$ cat config.mk
export PLATFORM = sky130hd
export DESIGN_NAME = rgb_to_hsv_8bit_unit
export DESIGN_NICKNAME = d
export VERILOG_FILES = /design/src/rtl/rhsv_pkg.sv /design/src/rtl/rhsv_front.sv /design/src/rtl/rhsv_cell.sv /design/src/rtl/rgb_to_hsv_8bit_unit.sv
export SDC_FILE = /design/constraint.sdc
export NUM_CORES = 1
export LEC_CHECK = 0
export BUFFER_PORTS_ARGS = -buffer_cell sky130_fd_sc_hd__buf_2
export CAP_MARGIN = 40
export CORE_MARGIN = 8
export CORE_UTILIZATION = 62
export DETAILED_ROUTE_END_ITERATION = 10
export GPL_ROUTABILITY_DRIVEN = 0
export PLACE_DENSITY = 0.84
export SLEW_MARGIN = 10
export SYNTH_ARGS = -nofsm -noshare
export SYNTH_HDL_FRONTEND = slang
export SYNTH_SLANG_ARGS = --single-unit
export TNS_END_PERCENT = 5
$ cat constraint.sdc
create_clock -name clk -period 15.9 [get_ports clk]
set_clock_uncertainty 0.2 [all_clocks]
set_input_delay 0.795 -clock clk [delete_from_list [all_inputs] [get_ports clk]]
set_output_delay 0.795 -clock clk [all_outputs]
set_load 0.01 [all_outputs]
$ cat src/rtl/rhsv_pkg.sv
package rhsv_pkg;

  // Number of restoring division steps, one quotient bit per cell
  localparam int unsigned NUM_STEPS = 8;

  // Conversion constants
  localparam logic [7:0] HUE_SCALE  = 8'd43;
  localparam logic [7:0] BASE_RED   = 8'd0;
  localparam logic [7:0] BASE_GREEN = 8'd85;
  localparam logic [7:0] BASE_BLUE  = 8'd171;

  // Word carried down the division chain. Each lane holds a partial
  // remainder and a shift word that starts as the low numerator byte and
  // ends as the quotient.
  typedef struct packed {
    logic [7:0] rem_s;   // saturation lane: partial remainder
    logic [7:0] quo_s;   // saturation lane: numerator bits / quotient
    logic [7:0] div_s;   // saturation lane: divisor (max channel)
    logic [7:0] rem_h;   // hue lane: partial remainder
    logic [7:0] quo_h;   // hue lane: numerator bits / quotient
    logic [7:0] div_h;   // hue lane: divisor (spread)
    logic       neg;     // hue offset is subtracted from base
    logic [7:0] base;    // hue base of the dominant channel
    logic [7:0] value;   // max channel, passed through
  } rhsv_word_t;

  // One restoring step: returns {remainder, shifted quotient word}
  function automatic logic [15:0] div_step(input logic [7:0] rem,
                                           input logic [7:0] quo,
                                           input logic [7:0] dvs);
    logic [8:0] trial;
    logic [9:0] diff;
    logic       hit;
    logic [7:0] rem_nxt;
    trial   = {rem, quo[7]};
    diff    = {1'b0, trial} - {2'b00, dvs};
    hit     = ~diff[9];
    rem_nxt = hit ? diff[7:0] : trial[7:0];
    return {rem_nxt, quo[6:0], hit};
  endfunction

endpackage

$ cat src/rtl/rhsv_front.sv
module rhsv_front import rhsv_pkg::*; (
  input  logic       clk,
  input  logic       rst_n,
  input  logic       up_valid,
  output logic       up_ready,
  input  logic [7:0] red,
  input  logic [7:0] green,
  input  logic [7:0] blue,
  output logic       dn_valid,
  input  logic       dn_ready,
  output rhsv_word_t dn_word
);

  logic       valid_r;
  rhsv_word_t word_r;
  rhsv_word_t word_nxt;

  logic [7:0]  hi;
  logic [7:0]  lo;
  logic [7:0]  spread;
  logic [15:0] num_s;
  logic [8:0]  diff;
  logic [7:0]  mag;
  logic [15:0] num_h;
  logic [7:0]  base;

  // Max, min and spread
  always_comb begin
    hi = red;
    if (green > hi) hi = green;
    if (blue > hi) hi = blue;
    lo = red;
    if (green < lo) lo = green;
    if (blue < lo) lo = blue;
    spread = hi - lo;
  end

  // Dominant channel, ties go red, then green, then blue
  always_comb begin
    if (red >= green && red >= blue) begin
      base = BASE_RED;
      diff = {1'b0, green} - {1'b0, blue};
    end else if (green >= blue) begin
      base = BASE_GREEN;
      diff = {1'b0, blue} - {1'b0, red};
    end else begin
      base = BASE_BLUE;
      diff = {1'b0, red} - {1'b0, green};
    end
    mag = diff[8] ? 8'(-diff) : diff[7:0];
  end

  // Numerators: spread*255 + max/2, and 43*|diff|
  assign num_s = {spread, 8'h00} - {8'h00, spread} + {9'h000, hi[7:1]};
  assign num_h = {8'h00, mag} * {8'h00, HUE_SCALE};

  always_comb begin
    word_nxt.rem_s = num_s[15:8];
    word_nxt.quo_s = num_s[7:0];
    word_nxt.div_s = hi;
    word_nxt.rem_h = num_h[15:8];
    word_nxt.quo_h = num_h[7:0];
    word_nxt.div_h = spread;
    word_nxt.neg   = diff[8];
    word_nxt.base  = base;
    word_nxt.value = hi;
  end

  // Stage register
  assign up_ready = ~valid_r | dn_ready;

  always_ff @(posedge clk) begin
    if (!rst_n) begin
      valid_r <= 1'b0;
    end else if (up_ready) begin
      valid_r <= up_valid;
    end
  end

  always_ff @(posedge clk) begin
    if (up_ready && up_valid) begin
      word_r <= word_nxt;
    end
  end

  assign dn_valid = valid_r;
  assign dn_word  = word_r;

endmodule

$ cat src/rtl/rhsv_cell.sv
module rhsv_cell import rhsv_pkg::*; (
  input  logic       clk,
  input  logic       rst_n,
  input  logic       up_valid,
  output logic       up_ready,
  input  rhsv_word_t up_word,
  output logic       dn_valid,
  input  logic       dn_ready,
  output rhsv_word_t dn_word
);

  logic       valid_r;
  rhsv_word_t word_r;
  rhsv_word_t word_nxt;
  logic [15:0] step_s;
  logic [15:0] step_h;

  // One quotient bit for each lane
  assign step_s = div_step(up_word.rem_s, up_word.quo_s, up_word.div_s);
  assign step_h = div_step(up_word.rem_h, up_word.quo_h, up_word.div_h);

  always_comb begin
    word_nxt       = up_word;
    word_nxt.rem_s = step_s[15:8];
    word_nxt.quo_s = step_s[7:0];
    word_nxt.rem_h = step_h[15:8];
    word_nxt.quo_h = step_h[7:0];
  end

  // Stage register, advances when empty or when the next stage takes it
  assign up_ready = ~valid_r | dn_ready;

  always_ff @(posedge clk) begin
    if (!rst_n) begin
      valid_r <= 1'b0;
    end else if (up_ready) begin
      valid_r <= up_valid;
    end
  end

  always_ff @(posedge clk) begin
    if (up_ready && up_valid) begin
      word_r <= word_nxt;
    end
  end

  assign dn_valid = valid_r;
  assign dn_word  = word_r;

endmodule

$ cat src/rtl/rgb_to_hsv_8bit_unit.sv
// Channel  Direction  Handshake            Payload
// in       input      in_valid/in_ready    in_red, in_green, in_blue (8b each)
// out      output     out_valid/out_ready  out_hue, out_saturation, out_brightness
//
// One pixel per clock sustained while out_ready is high. Stages: a front stage, eight
// division cells (one quotient bit each, both divisions side by side) and
// the output register.
// Reset clears all stage valid bits; payload registers are not reset.
// Each stage holds when its successor is full and stalled, so bubbles close
// up and the input keeps accepting until the whole chain is full.
module rgb_to_hsv_8bit_unit import rhsv_pkg::*; (
  input  logic       clk,
  input  logic       rst_n,
  input  logic       in_valid,
  output logic       in_ready,
  input  logic [7:0] in_red,
  input  logic [7:0] in_green,
  input  logic [7:0] in_blue,
  output logic       out_valid,
  input  logic       out_ready,
  output logic [7:0] out_hue,
  output logic [7:0] out_saturation,
  output logic [7:0] out_brightness
);

  logic       ch_valid [NUM_STEPS+1];
  logic       ch_ready [NUM_STEPS+1];
  rhsv_word_t ch_word  [NUM_STEPS+1];

  logic       out_valid_r;
  logic [7:0] hue_r;
  logic [7:0] sat_r;
  logic [7:0] val_r;
  logic [7:0] hue_nxt;
  logic [7:0] sat_nxt;
  logic       tail_ready;
  rhsv_word_t tail;

  // Max/min, base and numerators
  rhsv_front u_front (
    .clk      (clk),
    .rst_n    (rst_n),
    .up_valid (in_valid),
    .up_ready (in_ready),
    .red      (in_red),
    .green    (in_green),
    .blue     (in_blue),
    .dn_valid (ch_valid[0]),
    .dn_ready (ch_ready[0]),
    .dn_word  (ch_word[0])
  );

  // Division chain
  for (genvar i = 0; i < NUM_STEPS; i++) begin : g_cell
    rhsv_cell u_cell (
      .clk      (clk),
      .rst_n    (rst_n),
      .up_valid (ch_valid[i]),
      .up_ready (ch_ready[i]),
      .up_word  (ch_word[i]),
      .dn_valid (ch_valid[i+1]),
      .dn_ready (ch_ready[i+1]),
      .dn_word  (ch_word[i+1])
    );
  end

  assign tail = ch_word[NUM_STEPS];

  // Final fix-up: signed hue offset with wrap, black and gray pixels
  always_comb begin
    if (tail.div_h == 8'd0) begin
      hue_nxt = 8'd0;
    end else if (tail.neg) begin
      hue_nxt = tail.base - tail.quo_h;
    end else begin
      hue_nxt = tail.base + tail.quo_h;
    end
    sat_nxt = (tail.value == 8'd0) ? 8'd0 : tail.quo_s;
  end

  // Output register
  assign tail_ready           = ~out_valid_r | out_ready;
  assign ch_ready[NUM_STEPS]  = tail_ready;

  always_ff @(posedge clk) begin
    if (!rst_n) begin
      out_valid_r <= 1'b0;
    end else if (tail_ready) begin
      out_valid_r <= ch_valid[NUM_STEPS];
    end
  end

  always_ff @(posedge clk) begin
    if (tail_ready && ch_valid[NUM_STEPS]) begin
      hue_r <= hue_nxt;
      sat_r <= sat_nxt;
      val_r <= tail.value;
    end
  end

  assign out_valid      = out_valid_r;
  assign out_hue        = hue_r;
  assign out_saturation = sat_r;
  assign out_brightness = val_r;

  // Input stalls only when every stage is full and the output is held
  a_full_stall: assert property (@(posedge clk) disable iff (!rst_n)
    !in_ready |-> (out_valid && !out_ready))
    else $error("input stalled with room in the chain");

  // Black pixel gives zero hue and saturation
  a_black: assert property (@(posedge clk) disable iff (!rst_n)
    (out_valid && out_brightness == 8'd0) |-> (out_hue == 8'd0 && out_saturation == 8'd0))
    else $error("black pixel with nonzero hue or saturation");

  // Zero saturation only for gray pixels, which have zero hue
  a_gray: assert property (@(posedge clk) disable iff (!rst_n)
    (out_valid && out_saturation == 8'd0) |-> (out_hue == 8'd0))
    else $error("unsaturated pixel with nonzero hue");

  // Chain empties on reset
  a_reset: assert property (@(posedge clk)
    !rst_n |=> !out_valid)
    else $error("output valid right after reset");

endmodule

# [Yosys cells after proc, flatten, opt, wreduce, memory -nomap -nowiden]
# Cells that the tools add are included.
[totals] rom_bits=0 output_inout_bits=26 latch_bits=0 mem_count=0 ramBits=0 regBits=529
[op_classes] shifts=0 n_eq_ne=0 addsub=25 mux=23 n_reduce_logical=13 div=0 bitwise_logic=36 order_cmp=7 mul=1
[ops] operator="8-bit two-way mux" n=20
[ops] operator="9-bit by 8-bit subtractor with 10-bit output" n=15
[ops] operator="8-bit by 8-bit subtractor with 9-bit output" n=3
[ops] operator="1-bit NOT" n=26
[ops] operator="8-bit greater-or-equal comparator" n=3
[ops] operator="9-bit two-way mux" n=2
[ops] operator="16-bit by 7-bit adder with 16-bit output" n=1
[ops] operator="8-bit > comparator" n=2
[ops] operator="8-bit logical NOT" n=2
[ops] operator="8-bit less-than comparator" n=2
[ops] operator="16-bit by 8-bit subtractor with 16-bit output" n=1
[ops] operator="8-bit subtractor" n=2
[ops] operator="8-bit by 6-bit multiplier with 14-bit output (second input constant)" n=1
[ops] operator="1-bit logical AND" n=11
[ops] operator="1-bit bitwise OR" n=10
[ops] operator="7-bit by 8-bit subtractor with 9-bit output" n=1
[ops] operator="8-bit adder" n=1
[ops] operator="8-bit negator" n=1
[ops] operator="7-bit two-way mux" n=1

# [Longest topological paths before layout]
# Gate-level depths: netlist of run 1.
[depth] ltp_word=12 depth_mapped=33 ltp_nobuf=32

# [Hierarchy]
# A second synthesis of run 1 with hierarchy kept.
[unflattened] cells_unflattened=2375 area_unflattened_um2=31325.0
[modules_own_cells] mod="rhsv_cell at g_cell[0].u_cell ..." area_per_inst_um2=2936.6 n_inst=7 cells_per_inst=190 seq_area_each_um2=1971.9
[modules_own_cells] mod="rhsv_front" area_per_inst_um2=6508.7 n_inst=1 cells_per_inst=748 seq_area_each_um2=1521.5
[modules_own_cells] mod="rhsv_cell at g_cell[2].u_cell" area_per_inst_um2=2934.1 n_inst=1 cells_per_inst=189 seq_area_each_um2=1971.9
[modules_own_cells] mod="rgb_to_hsv_8bit_unit" area_per_inst_um2=1326.3 n_inst=1 cells_per_inst=108 seq_area_each_um2=740.7

# [Worst setup path after synthesis of run 1]
# Ideal clock, no wire load.
[synth_path] path_type="in2reg" start="input in_blue[1]" end="register u_front.word_r (netlist bit u_front.dn_word[38]), data pin" stages=33 arrival_time_ns=6.802 slack_ns=8.641 setup_ns=0.258 cell_sequence="inv_1 -> ha_1 -> nor2b_1 -> o21ai_0 -> a21boi_0 -> o21ai_0 -> a21boi_0 -> o21ai_0 -> nand2b_1 -> a21oi_1 -> buf_1 -> mux2_2 -> mux2i_1 -> inv_1 -> ha_1 -> a31oi_1 -> xnor2_1 -> ha_1 -> ha_1 -> inv_1 -> fa_1 -> inv_1 -> fa_1 -> a21oi_1 -> nor2_1 -> nor2_1 -> o21bai_1 -> a21oi_1 -> o21bai_1 -> a21oi_1 -> o21bai_1 -> a21oi_1 -> xnor2_1"
[synth_between] elab_chain_len=6
[synth_rtl] item="start, declared" line="rgb_to_hsv_8bit_unit.sv:18" rtl="input logic [7:0] in_blue,"
[synth_rtl] item="8-bit greater-or-equal comparator (on tied branches)" line="rhsv_front.sv:43, rhsv_front.sv:40"
[synth_rtl] item="9-bit two-way mux / 1-bit logical AND (equally long branches)" line="rhsv_front.sv:43, rhsv_front.sv:40"
[synth_rtl] item="9-bit two-way mux *" line="rhsv_front.sv:40" rtl="if (red >= green && red >= blue) begin"
[synth_rtl] item="net u_front.diff[0]" line="rhsv_front.sv:22" rtl="logic [8:0] diff;"
[synth_rtl] item="8-bit negator" line="rhsv_front.sv:50" rtl="mag = diff[8] ? 8'(-diff) : diff[7:0];"
[synth_rtl] item="8-bit two-way mux *" line="rhsv_front.sv:50"
[synth_rtl] item="8-bit by 6-bit multiplier with 14-bit output *" line="rhsv_front.sv:55" rtl="assign num_h = {8'h00, mag} * {8'h00, HUE_SCALE};"
[synth_rtl] item="net u_front.num_h[13]" line="rhsv_front.sv:24" rtl="logic [15:0] num_h;"
[synth_rtl] item="end signal, assigned" line="rhsv_front.sv:82" rtl="word_r <= word_nxt;"
[synth_rtl] item="end, declared" line="rhsv_front.sv:15" rtl="rhsv_word_t word_r;"
# Mark *: on every way through the listed nets, which the timed path passes. The rest lies on a longest branch.
# A chain may end at the register's enable or synchronous reset.

# [Worst setup path in the final report of run 1]
[layout_path] start="input in_green[7]" end="register u_front.word_r (netlist bit u_front.dn_word[63]), data pin"
[layout_between] elab_chain_len=7
[layout_rtl] item="start, declared" line="rgb_to_hsv_8bit_unit.sv:17" rtl="input logic [7:0] in_green,"
[layout_rtl] item="8-bit > comparator / 8-bit less-than comparator (equally long branches)" line="rhsv_front.sv:30, rhsv_front.sv:33"
[layout_rtl] item="8-bit two-way mux (on tied branches)" line="rhsv_front.sv:30, rhsv_front.sv:33"
[layout_rtl] item="8-bit > comparator / 8-bit less-than comparator (equally long branches)" line="rhsv_front.sv:31, rhsv_front.sv:34"
[layout_rtl] item="8-bit two-way mux (on tied branches)" line="rhsv_front.sv:31, rhsv_front.sv:34"
[layout_rtl] item="8-bit subtractor *" line="rhsv_front.sv:35" rtl="spread = hi - lo;"
[layout_rtl] item="net u_front.spread[2]" line="rhsv_front.sv:20" rtl="logic [7:0] spread;"
[layout_rtl] item="16-bit by 8-bit subtractor with 16-bit output *" line="rhsv_front.sv:54" rtl="assign num_s = {spread, 8'h00} - {8'h00, spread} + {9'h000, hi[7:1]};"
[layout_rtl] item="16-bit by 7-bit adder with 16-bit output *" line="rhsv_front.sv:54"
[layout_rtl] item="net u_front.num_s[14]" line="rhsv_front.sv:21" rtl="logic [15:0] num_s;"
# Marks and branches as above.

==> impl_metrics.env, run 1 <==
export IMPL_dp_hpwl_mm=32.8
export IMPL_crit_fanout=19
export IMPL_irDropWorstVdd_v=0.000163
export IMPL_p_per_area_nw_per_um2=157
export IMPL_final_area_sq_um=27500
export IMPL_synth_distinct_cells=81
export IMPL_final_antenna_net_count=0
export IMPL_synth_area_sq_um=25200
export IMPL_port_buffers=53
export IMPL_antenna_cells=0
export IMPL_clock_latency_ns=0.54
export IMPL_grt_pass1_vias=16574
export IMPL_hold_viol_final=0
export IMPL_yosys_area_share_xor_xnor_pct=4.42
export IMPL_synth_area_mux_share_pct=1.46
export IMPL_nFillCells=2614
export IMPL_path_buf_inv=3
export IMPL_ys_warn_count=0
export IMPL_synthSimpleGateAreaFrac_pct=8.13
export IMPL_synth_seq_cells=484
export IMPL_drt_iter0_markers=1183
export IMPL_ys_seq_area_share_pct=57.3
export IMPL_synthAdderAreaFrac_pct=13.0
export IMPL_viasPerCell=5.84
export IMPL_cts_buffer_depth=3
export IMPL_synthesis_nets=2322
export IMPL_core_sq_um=40500
export IMPL_crit_required_ns=15.96
export IMPL_critPathLaunchType="input port"
export IMPL_cts_buffers=44
export IMPL_io_pins=54
export IMPL_r2r_setup_slack_ns=12.27
export IMPL_grt_setup_unrepaired="no"
export IMPL_holdPathStages=0
export IMPL_vias=15737
export IMPL_met2_usage_pct=37.5
export IMPL_drive_gt1_share_pct=8.23
export IMPL_die_w_um=218
export IMPL_path_common_cell="ha_1"
export IMPL_max_freq_mhz=128
export IMPL_top_usage_layer="met2"
export IMPL_drt_pass1_iter_count=8
export IMPL_grtUsageMet1_pct=20.0
export IMPL_slew_violations=0
export IMPL_reg2reg_depth=8
export IMPL_place_area_sq_um=26200
export IMPL_row_count=74
export IMPL_overflow=0
export IMPL_status="finished, final reports clean"
export IMPL_synthFlopType="edfxtp_1"
export IMPL_p_total_w=0.00432
export IMPL_cp_top_family="simple AND/OR/NAND/NOR gates"
export IMPL_cts_sinks=484
export IMPL_period_share_pct=49.3
export IMPL_grt_util_met3_pct=2.64
export IMPL_hp_start="g_cell[4].u_cell.dn_word[53]"
export IMPL_antenna_found_initial=0
export IMPL_path_clk_slew_ns=0.06
export IMPL_htree_levels=2
export IMPL_grt_max_degree=53
export IMPL_root_buffer="clkbuf_16"
export IMPL_worstReg2RegStart="out_valid"
export IMPL_synth_edf_count=474
export IMPL_end_kind="flop"
export IMPL_slowest_delay_ns=0.51
export IMPL_start_util_pct=62.2
export IMPL_synth_compound_area_share_pct=11.1
export IMPL_async_flop_share_pct=0
export IMPL_worst_slew_pin_slew_ns=0.922
export IMPL_dieArea_sq_um=47300
export IMPL_synth_cells=2051
export IMPL_fp_dieH_um=218
export IMPL_wirelength_mm=46.2
export IMPL_crit_type="input port to flop"
export IMPL_final_nets=2403
export IMPL_cts_resized=0
export IMPL_cp_arrival_ns=7.89
export IMPL_slew_headroom_pct=38.1
export IMPL_grt_pass1_wl_mm=76.3
export IMPL_r2r_end="u_front.dn_word[47]"
export IMPL_cts_tree="built"
export IMPL_synth_top_family_by_area="adder cells"
export IMPL_finalCriticalPeriod_ns=7.83
export IMPL_drc=0
export IMPL_globalRouteTotalUtil_pct=19.5
export IMPL_finalSetupTns_ns=0
export IMPL_wl_per_cell_um=17.2
export IMPL_hp_class="flop to flop"
export IMPL_hold_path_end="g_cell[5].u_cell.dn_word[54]"
export IMPL_setup_viol=0
export IMPL_leakage_nw=11.2
export IMPL_cts_setup_buffers=0
export IMPL_syn2layout_area_growth_pct=9.35
export IMPL_cap_violations=0
export IMPL_cpMaxStageDelayCell="nor4_1"
export IMPL_avgSynthCellArea_sq_um=12.3
export IMPL_postCtsHoldBufs=0
## state kept, by name (all words and copies together) (netlist names)
register,cells
g_cell.u_cell.dn_valid,8
g_cell.u_cell.dn_word,400
out_brightness,8
out_hue,8
out_saturation,8
out_valid,1
u_front.dn_valid,1
u_front.dn_word,50
## area by class of cell
type                            instances  area, sq um  area share [%]
Tap cell                              532          666            2.42
Sequential cell                       484        14400            52.4
Inverter                              281         1050            3.83
Timing Repair Buffer                   64          368            1.34
Clock buffer                           55         1160            4.23
Multi-Input combinational cell       1257         9670            35.1
Clock inverter                         21          175           0.636
## per-layer routing
metal / part of all wire (%) / up-vias / wire length, um
met5: 0 / - / 0
met4: 5.1 / 0 / 2380
met3: 4.9 / 164 / 2270
met2: 54 / 561 / 24800
met1: 36 / 7498 / 16800
li1: - / 7514 / -
## through the flow
| step | setup WS (ns) | util, % | instances | hold slack, ns |
|---|---|---|---|---|
| after global placement | 7.75 | 64.6 | 2615 | 0.201 |
| final | 8.07 | 68.0 | 2694 | 0.212 |
| after global routing | 7.51 | 68.0 | 2694 | 0.218 |
| after detailed placement | 7.66 | 64.7 | 2618 | 0.205 |
| after CTS | 8.22 | 68.0 | 2694 | 0.215 |
| after floorplan | 8.64 | - | 2051 | 0.200 |
## synth_stat cells, types with 8 or more instances
| cell | count | area [sq um] |
|---|---|---|
| clkbuf_1 | 22 | 82.6 |
| nor2b_1 | 47 | 294 |
| mux2i_1 | 15 | 150 |
| a31oi_1 | 12 | 75.1 |
| fa_1 | 28 | 561 |
| xor2_1 | 23 | 201 |
| a21oi_1 | 166 | 831 |
| o21bai_1 | 13 | 97.6 |
| nor4_1 | 9 | 56.3 |
| ha_1 | 215 | 2690 |
| edfxtp_1 | 474 | 14200 |
| nand2b_1 | 38 | 238 |
| dfxtp_1 | 10 | 200 |
| nand2_1 | 70 | 263 |
| mux2_2 | 18 | 203 |
| o311a_1 | 12 | 120 |
| a21boi_0 | 10 | 75.1 |
| xnor2_1 | 104 | 911 |
| and2_1 | 8 | 50.1 |
| inv_1 | 276 | 1040 |
| or4_1 | 14 | 105 |
| nand3_1 | 21 | 105 |
| a21o_1 | 67 | 503 |
| nor3_1 | 20 | 100 |
| nand4_1 | 8 | 50.1 |
| o21ai_0 | 89 | 445 |
| nor2_1 | 152 | 571 |
## cells by family (layout without fill, tap and decap cells)
| logic type | Yosys count | in the layout |
|---|---|---|
| xor+xnor | 127 | 127 |
| mux | 34 | 34 |
| compound gates | 438 | 438 |
| fa+ha+maj | 244 | 244 |
| buf+inv | 310 | 421 |
| simple gates | 414 | 414 |
| flops | 484 | 484 |
## cells in the final DEF (no fill, tap or decap), types with 38 or more instances in the layout
| master | Yosys | final |
|---|---|---|
| a21o_1 | 67 | 67 |
| a21oi_1 | 166 | 166 |
| buf_2 | 4 | 53 |
| clkbuf_16 | 0 | 45 |
| edfxtp_1 | 474 | 474 |
| ha_1 | 215 | 215 |
| inv_1 | 276 | 276 |
| nand2_1 | 70 | 70 |
| nand2b_1 | 38 | 38 |
| nor2_1 | 152 | 152 |
| nor2b_1 | 47 | 42 |
| o21ai_0 | 89 | 89 |
| xnor2_1 | 104 | 104 |
## where the power goes
group	switching (W)	internal [W]
clock	0.000430	0.000565
combinational	0.000955	0.000702
sequential	0.0000537	0.00162
total	0.00144	0.00289
## how the worst max path moves through the flow
stage / startpoint / depth (start not counted) / to
after floorplan: in_blue[1] / 33 / u_front.dn_word[38]
after global placement: in_blue[1] / 33 / u_front.dn_word[38]
after detailed placement: in_blue[1] / 34 / u_front.dn_word[38]
after CTS: in_blue[1] / 34 / u_front.dn_word[38]
after global routing: in_green[7] / 29 / u_front.dn_word[60]
final: in_green[7] / 26 / u_front.dn_word[63]
Power figures use the tool's default switching activity.
==> run 2, diff against run 1 <==
ABC_AREA = 1   (was not set)
clock period = 7.5 ns   (was 15.9 ns; I/O delays follow)
==> run 2 against run 1 <==
Net effect: clock power increased by 120%; via count up 0.92%; area after synthesis shrank 1.1%; highest routed layer unchanged; clock-buffer cell count increased by 1; first-iteration DRC count down 19%; global-route usage down 0.81 points; worst hold slack got worse by 0.018 ns; critical path type unchanged; largest cell class unchanged.
==> impl_metrics.env, run 2 <==
export IMPL_status="finished, final reports clean"
export IMPL_setup_viol=0
export IMPL_synth_edf_count=474
export IMPL_irDropWorstVdd_v=0.000295
export IMPL_viasPerCell=5.54
export IMPL_final_nets=2583
export IMPL_grt_pass1_wl_mm=73.5
export IMPL_path_clk_slew_ns=0.06
export IMPL_cpMaxStageDelayCell="fa_1"
export IMPL_startpoint="in_blue[2]"
export IMPL_drc=0
export IMPL_clock_latency_ns=0.55
export IMPL_synthFlopType="edfxtp_1"
export IMPL_synth_seq_cells=484
export IMPL_ys_warn_count=0
export IMPL_fin_util_pct=68.8
export IMPL_synth_area_sq_um=24900
export IMPL_drt_pass1_iter_count=5
export IMPL_yosysTopAreaCellShare_pct=57.2
export IMPL_leakage_nw=11.6
export IMPL_ys_top_cells_by_area="edfxtp_1 57%, ha_1 11%, inv_1 5.8%, a21oi_1 4.6%, nor2_1 3.3%"
export IMPL_netlist_top_cells_count="474 x edfxtp_1, 386 x inv_1, 227 x a21oi_1"
export IMPL_max_freq_mhz=147
export IMPL_final_cell_mix="474 x edfxtp_1, 382 x inv_1, 227 x a21oi_1"
export IMPL_slew_headroom_pct=48.3
export IMPL_wl_met3_mm=2.06
export IMPL_fp_dieH_um=216
export IMPL_cts_tree="built"
export IMPL_final_antenna_net_count=0
export IMPL_place_ws_ns=0.272
export IMPL_routed_wl_met2_mm=23.8
export IMPL_wl_per_cell_um=15.4
export IMPL_drive_gt1_share_pct=8.75
export IMPL_drt_iter0_markers=956
export IMPL_port_buffers=53
export IMPL_grt_setup_unrepaired="no"
export IMPL_antenna_found_initial=0
export IMPL_synthesis_nets=2490
export IMPL_yosysTopAreaCell="edfxtp_1"
export IMPL_die_w_um=216
export IMPL_end_kind="flop"
export IMPL_dp_hpwl_mm=31.4
export IMPL_crit_type="input port to flop"
export IMPL_row_count=73
export IMPL_final_common_cell="edfxtp_1"
export IMPL_slowest_delay_ns=0.55
export IMPL_htree_levels=2
export IMPL_path_common_cell="inv_1"
export IMPL_root_buffer="clkbuf_16"
export IMPL_cts_buffers=45
export IMPL_crit_required_ns=7.61
export IMPL_start_util_pct=62.7
export IMPL_dieArea_sq_um=46800
export IMPL_wl_met1_mm=16.2
export IMPL_hold_viol_final=0
export IMPL_largest_reg_flops=400
export IMPL_antenna_cells=0
export IMPL_worst_slew_pin_slew_ns=0.765
export IMPL_finalCriticalPeriod_ns=6.79
export IMPL_io_pins=54
export IMPL_ys_seq_area_share_pct=58.0
export IMPL_globalRouteTotalUtil_pct=18.7
export IMPL_cts_buffer_depth=3
export IMPL_synth_distinct_cells=54
export IMPL_critPathLaunchType="input port"
export IMPL_setup_slack_ns=0.706
export IMPL_p_per_area_nw_per_um2=330
export IMPL_grt_pass1_vias=16473
export IMPL_async_flop_share_pct=0
export IMPL_finalSetupTns_ns=0
export IMPL_cts_sinks=484
export IMPL_vias=15882
export IMPL_worstReg2RegStart="g_cell[2].u_cell.dn_word[19]"
export IMPL_period_share_pct=90.6
export IMPL_hp_start="in_blue[4]"
export IMPL_syn2layout_area_growth_pct=9.83
export IMPL_nFillCells=2574
export IMPL_core_sq_um=39700
export IMPL_r2r_setup_slack_ns=3.96
export IMPL_grt_max_degree=53
export IMPL_cap_violations=0
export IMPL_crit_fanout=8
export IMPL_overflow=0
export IMPL_synth_cells=2219
export IMPL_avgSynthCellArea_sq_um=11.2
export IMPL_wirelength_mm=44.2
export IMPL_hp_class="input port to flop"
export IMPL_cp_arrival_ns=6.91
export IMPL_slew_violations=0
export IMPL_yosysMostFrequentCell="edfxtp_1"
export IMPL_top_layer="met4"
-- run 2: report_power, final --
part           internal (W)  switching (W)
clock               0.00128       0.000929
combinational       0.00127        0.00201
sequential          0.00344       0.000105
-- run 2: area by class of cell --
class / count / area [sq um] / share of cell area [%]
Multi-Input combinational cell: 1320 / 8930 / 32.7
Clock buffer: 56 / 1210 / 4.42
Inverter: 394 / 1480 / 5.43
Sequential cell: 484 / 14400 / 52.8
Clock inverter: 21 / 211 / 0.773
Tap cell: 525 / 657 / 2.40
Timing Repair Buffer: 67 / 425 / 1.56
-- run 2: worst max-delay path: cells and delay by family --
family	cells	cell delay, ns
AO/OA/AOI/OAI	11	1.79
XOR/XNOR	2	0.25
adder cells (fa/ha/maj)	6	2.18
buffers and inverters	9	0.83
AND/OR/NAND/NOR	11	1.44
-- run 2: final timing paths --
kind                            depth (start not counted)                           end
worst max-delay path                                   39           u_front.dn_word[38]
worst min-delay path                                    3           u_front.dn_word[45]
worst max register to register                         15  g_cell[3].u_cell.dn_word[37]
worst min register to register                          0  g_cell[4].u_cell.dn_word[53]
-- run 2: metal layers --
layer / vias up / global-route usage, %
met2: 520 / 36.5
met4: 0 / 9.54
met5: - / 0
met1: 7452 / 18.8
met3: 168 / 2.81
li1: 7742 / -
-- run 2: timing repair --
action                                 4_1_cts  5_1_grt
resized for setup                            0        0
hold buffers                                 4        0
buffers inserted                             0        0
endpoints found under the hold margin        5        0
-- run 2: kinds of logic after synthesis --
group | synth area share (%)
flops | 58.0
xor+xnor | 4.00
mux | 0.0402
compound gates | 8.23
buf+inv | 6.31
fa+ha+maj | 13.1
simple gates | 10.4
-- run 2: stage by stage --
step | cell area [sq um] | hold WS (ns) | cells | total power (W)
finish | 27400 | 0.194 | 2867 | 0.00903
detailed placement | 25900 | 0.205 | 2786 | 0.00681
CTS | 27400 | 0.149 | 2867 | 0.00905
global route | 27400 | 0.186 | 2867 | 0.00962
global placement | 25800 | 0.202 | 2782 | 0.00659
floorplan | 24900 | 0.200 | 2219 | 0.00610
==> run 3, diff against run 2 <==
CELL_PAD_IN_SITES_DETAIL_PLACEMENT = 2   (was not set)
CELL_PAD_IN_SITES_GLOBAL_PLACEMENT = 2   (was not set)
CORE_UTILIZATION = 43   (was 62)
PLACE_DENSITY = 0.85   (was 0.84)
==> run 3 against run 2 <==
Net effect: global-route usage increased by 4.1 points; first-iteration DRC count decreased by 33%; critical path depth unchanged; final cell count increased by 9.1%; combinational power increased by 16%; sequential power increased by 1%; clock-buffer cell count increased by 11; flip-flop and latch count unchanged; worst hold slack got worse by 0.024 ns; die area increased by 41%; fmax decreased by 3.9%; register-to-register slack got worse by 0.60 ns.
==> impl_metrics.env, run 3 (synthesis gave the netlist of run 2 again) <==
export IMPL_status="finished, final reports clean"
export IMPL_drc=0
export IMPL_seqPwrFrac_pct=36.0
export IMPL_dieArea_sq_um=65900
export IMPL_fp_dieH_um=257
export IMPL_clkPwrFrac_pct=25.5
export IMPL_combinationalPowerShare_pct=38.4
export IMPL_io_pins=54
export IMPL_root_buffer="clkbuf_16"
export IMPL_globalRouteTotalUtil_pct=22.7
export IMPL_drt_pass1_iter_count=4
export IMPL_grt_pass1_wl_mm=118
export IMPL_cts_tree="built"
export IMPL_slew_headroom_pct=41.3
export IMPL_critPathLaunchType="input port"
export IMPL_p_per_area_nw_per_um2=357
export IMPL_antenna_found_initial=0
export IMPL_slowest_delay_ns=0.56
export IMPL_dp_hpwl_mm=56.2
export IMPL_switching_share_pct=37.7
export IMPL_path_clk_slew_ns=0.06
export IMPL_fin_util_pct=48.5
export IMPL_crit_required_ns=7.64
export IMPL_final_nets=2592
export IMPL_p_total_w=0.00994
export IMPL_place_area_sq_um=26200
export IMPL_max_freq_mhz=141
export IMPL_cts_setup_buffers=0
export IMPL_grt_max_degree=53
export IMPL_start_util_pct=43.3
export IMPL_grt_setup_unrepaired="no"
export IMPL_crit_type="input port to flop"
export IMPL_hold_viol_final=0
export IMPL_final_common_cell="edfxtp_1"
export IMPL_grt_pass1_vias=19886
export IMPL_htree_levels=2
export IMPL_period_share_pct=94.3
export IMPL_final_antenna_net_count=0
export IMPL_cp_arrival_ns=7.21
export IMPL_syn2layout_area_growth_pct=12.0
export IMPL_setup_viol=0
export IMPL_antenna_cells=0
export IMPL_cpMaxStageDelayCell="fa_1"
export IMPL_final_cell_mix="474 x edfxtp_1, 382 x inv_1, 227 x a21oi_1"
export IMPL_hp_class="input port to flop"
export IMPL_wirelength_mm=75.9
export IMPL_finalCriticalPeriod_ns=7.07
export IMPL_p_int_w=0.00620
export IMPL_place_ws_ns=-0.201
export IMPL_drt_iter0_markers=639
export IMPL_clock_latency_ns=0.60
export IMPL_die_w_um=257
export IMPL_wl_per_cell_um=24.3
export IMPL_cts_sinks=484
export IMPL_end_kind="flop"
export IMPL_slew_violations=0
export IMPL_drive_gt1_share_pct=9.44
export IMPL_crit_fanout=7
export IMPL_irDropWorstVdd_v=0.000249
export IMPL_cap_violations=0
export IMPL_p_sw_w=0.00374
export IMPL_finalSetupTns_ns=0
export IMPL_path_common_cell="inv_1"
export IMPL_cts_buffers=51
export IMPL_final_area_sq_um=27900
export IMPL_row_count=88
export IMPL_core_sq_um=57500
export IMPL_overflow=0
export IMPL_cts_buffer_depth=3
export IMPL_port_buffers=53
export IMPL_leakage_nw=11.7
export IMPL_largest_reg_flops=400
export IMPL_viasPerCell=5.40
export IMPL_setup_slack_ns=0.428
export IMPL_vias=16881
export IMPL_worst_slew_pin_slew_ns=0.870
run 3: worst paths after layout:
check / startpoint / cells after the start / endpoint / slack, ns
min: in_blue[4] / 3 / u_front.dn_word[45] / 0.17
max: in_blue[1] / 39 / u_front.dn_word[38] / 0.43
min reg2reg: g_cell[3].u_cell.dn_word[26] / 0 / g_cell[4].u_cell.dn_word[27] / 0.21
max reg2reg: out_valid / 22 / u_front.dn_word[47] / 3.36
run 3: repair_timing:
| action | 4_1_cts | 5_1_grt |
|---|---|---|
| endpoints found under the hold margin | 6 | 0 |
| hold buffers | 4 | 0 |
| resized for setup | 0 | 2 |
| endpoints found under the setup margin | 0 | 1 |
run 3: layout make-up:
class / instances / area (sq um)
fillers: 5783 / 29600
flip-flops and latches: 484 / 14400
multi-input cells: 1320 / 8940
inverters: 394 / 1480
clock buffers: 67 / 1410
well taps: 765 / 957
repair buffers: 70 / 428
clock inverters: 28 / 231
run 3: per-layer routing:
layer | vias to the layer above | track usage (%) | share of wire [%]
met5 | - | 0 | 0
met4 | 0 | 9.35 | 4.1
met3 | 182 | 3.03 | 2.6
met2 | 342 | 46.4 | 58
met1 | 8601 | 22.5 | 36
li1 | 7756 | - | -
run 3: critical path, delay by kind of cell:
| kind | cells | cell delay (ns) |
|---|---|---|
| fa+ha+maj | 6 | 2.17 |
| compound gates | 11 | 2.02 |
| simple gates | 11 | 1.33 |
| buf+inv | 9 | 1.00 |
| xor+xnor | 2 | 0.31 |
run 3: power by group through the flow:
stage / clock [W] / sequential [W] / combinational, W
floorplan: 0 / 0.00355 / 0.00255
global placement: 0 / 0.00359 / 0.00316
detailed placement: 0 / 0.00364 / 0.00365
CTS: 0.00257 / 0.00359 / 0.00387
global route: 0.00266 / 0.00360 / 0.00420
finish: 0.00254 / 0.00358 / 0.00382
run 3: through the flow:
stage | instances | hold WS [ns]
6_report | 3128 | 0.170
5_1_grt | 3128 | 0.176
4_1_cts | 3128 | 0.149
3_5_place_dp | 3029 | 0.208
3_3_place_gp | 3027 | 0.204
2_1_floorplan | 2219 | 0.200
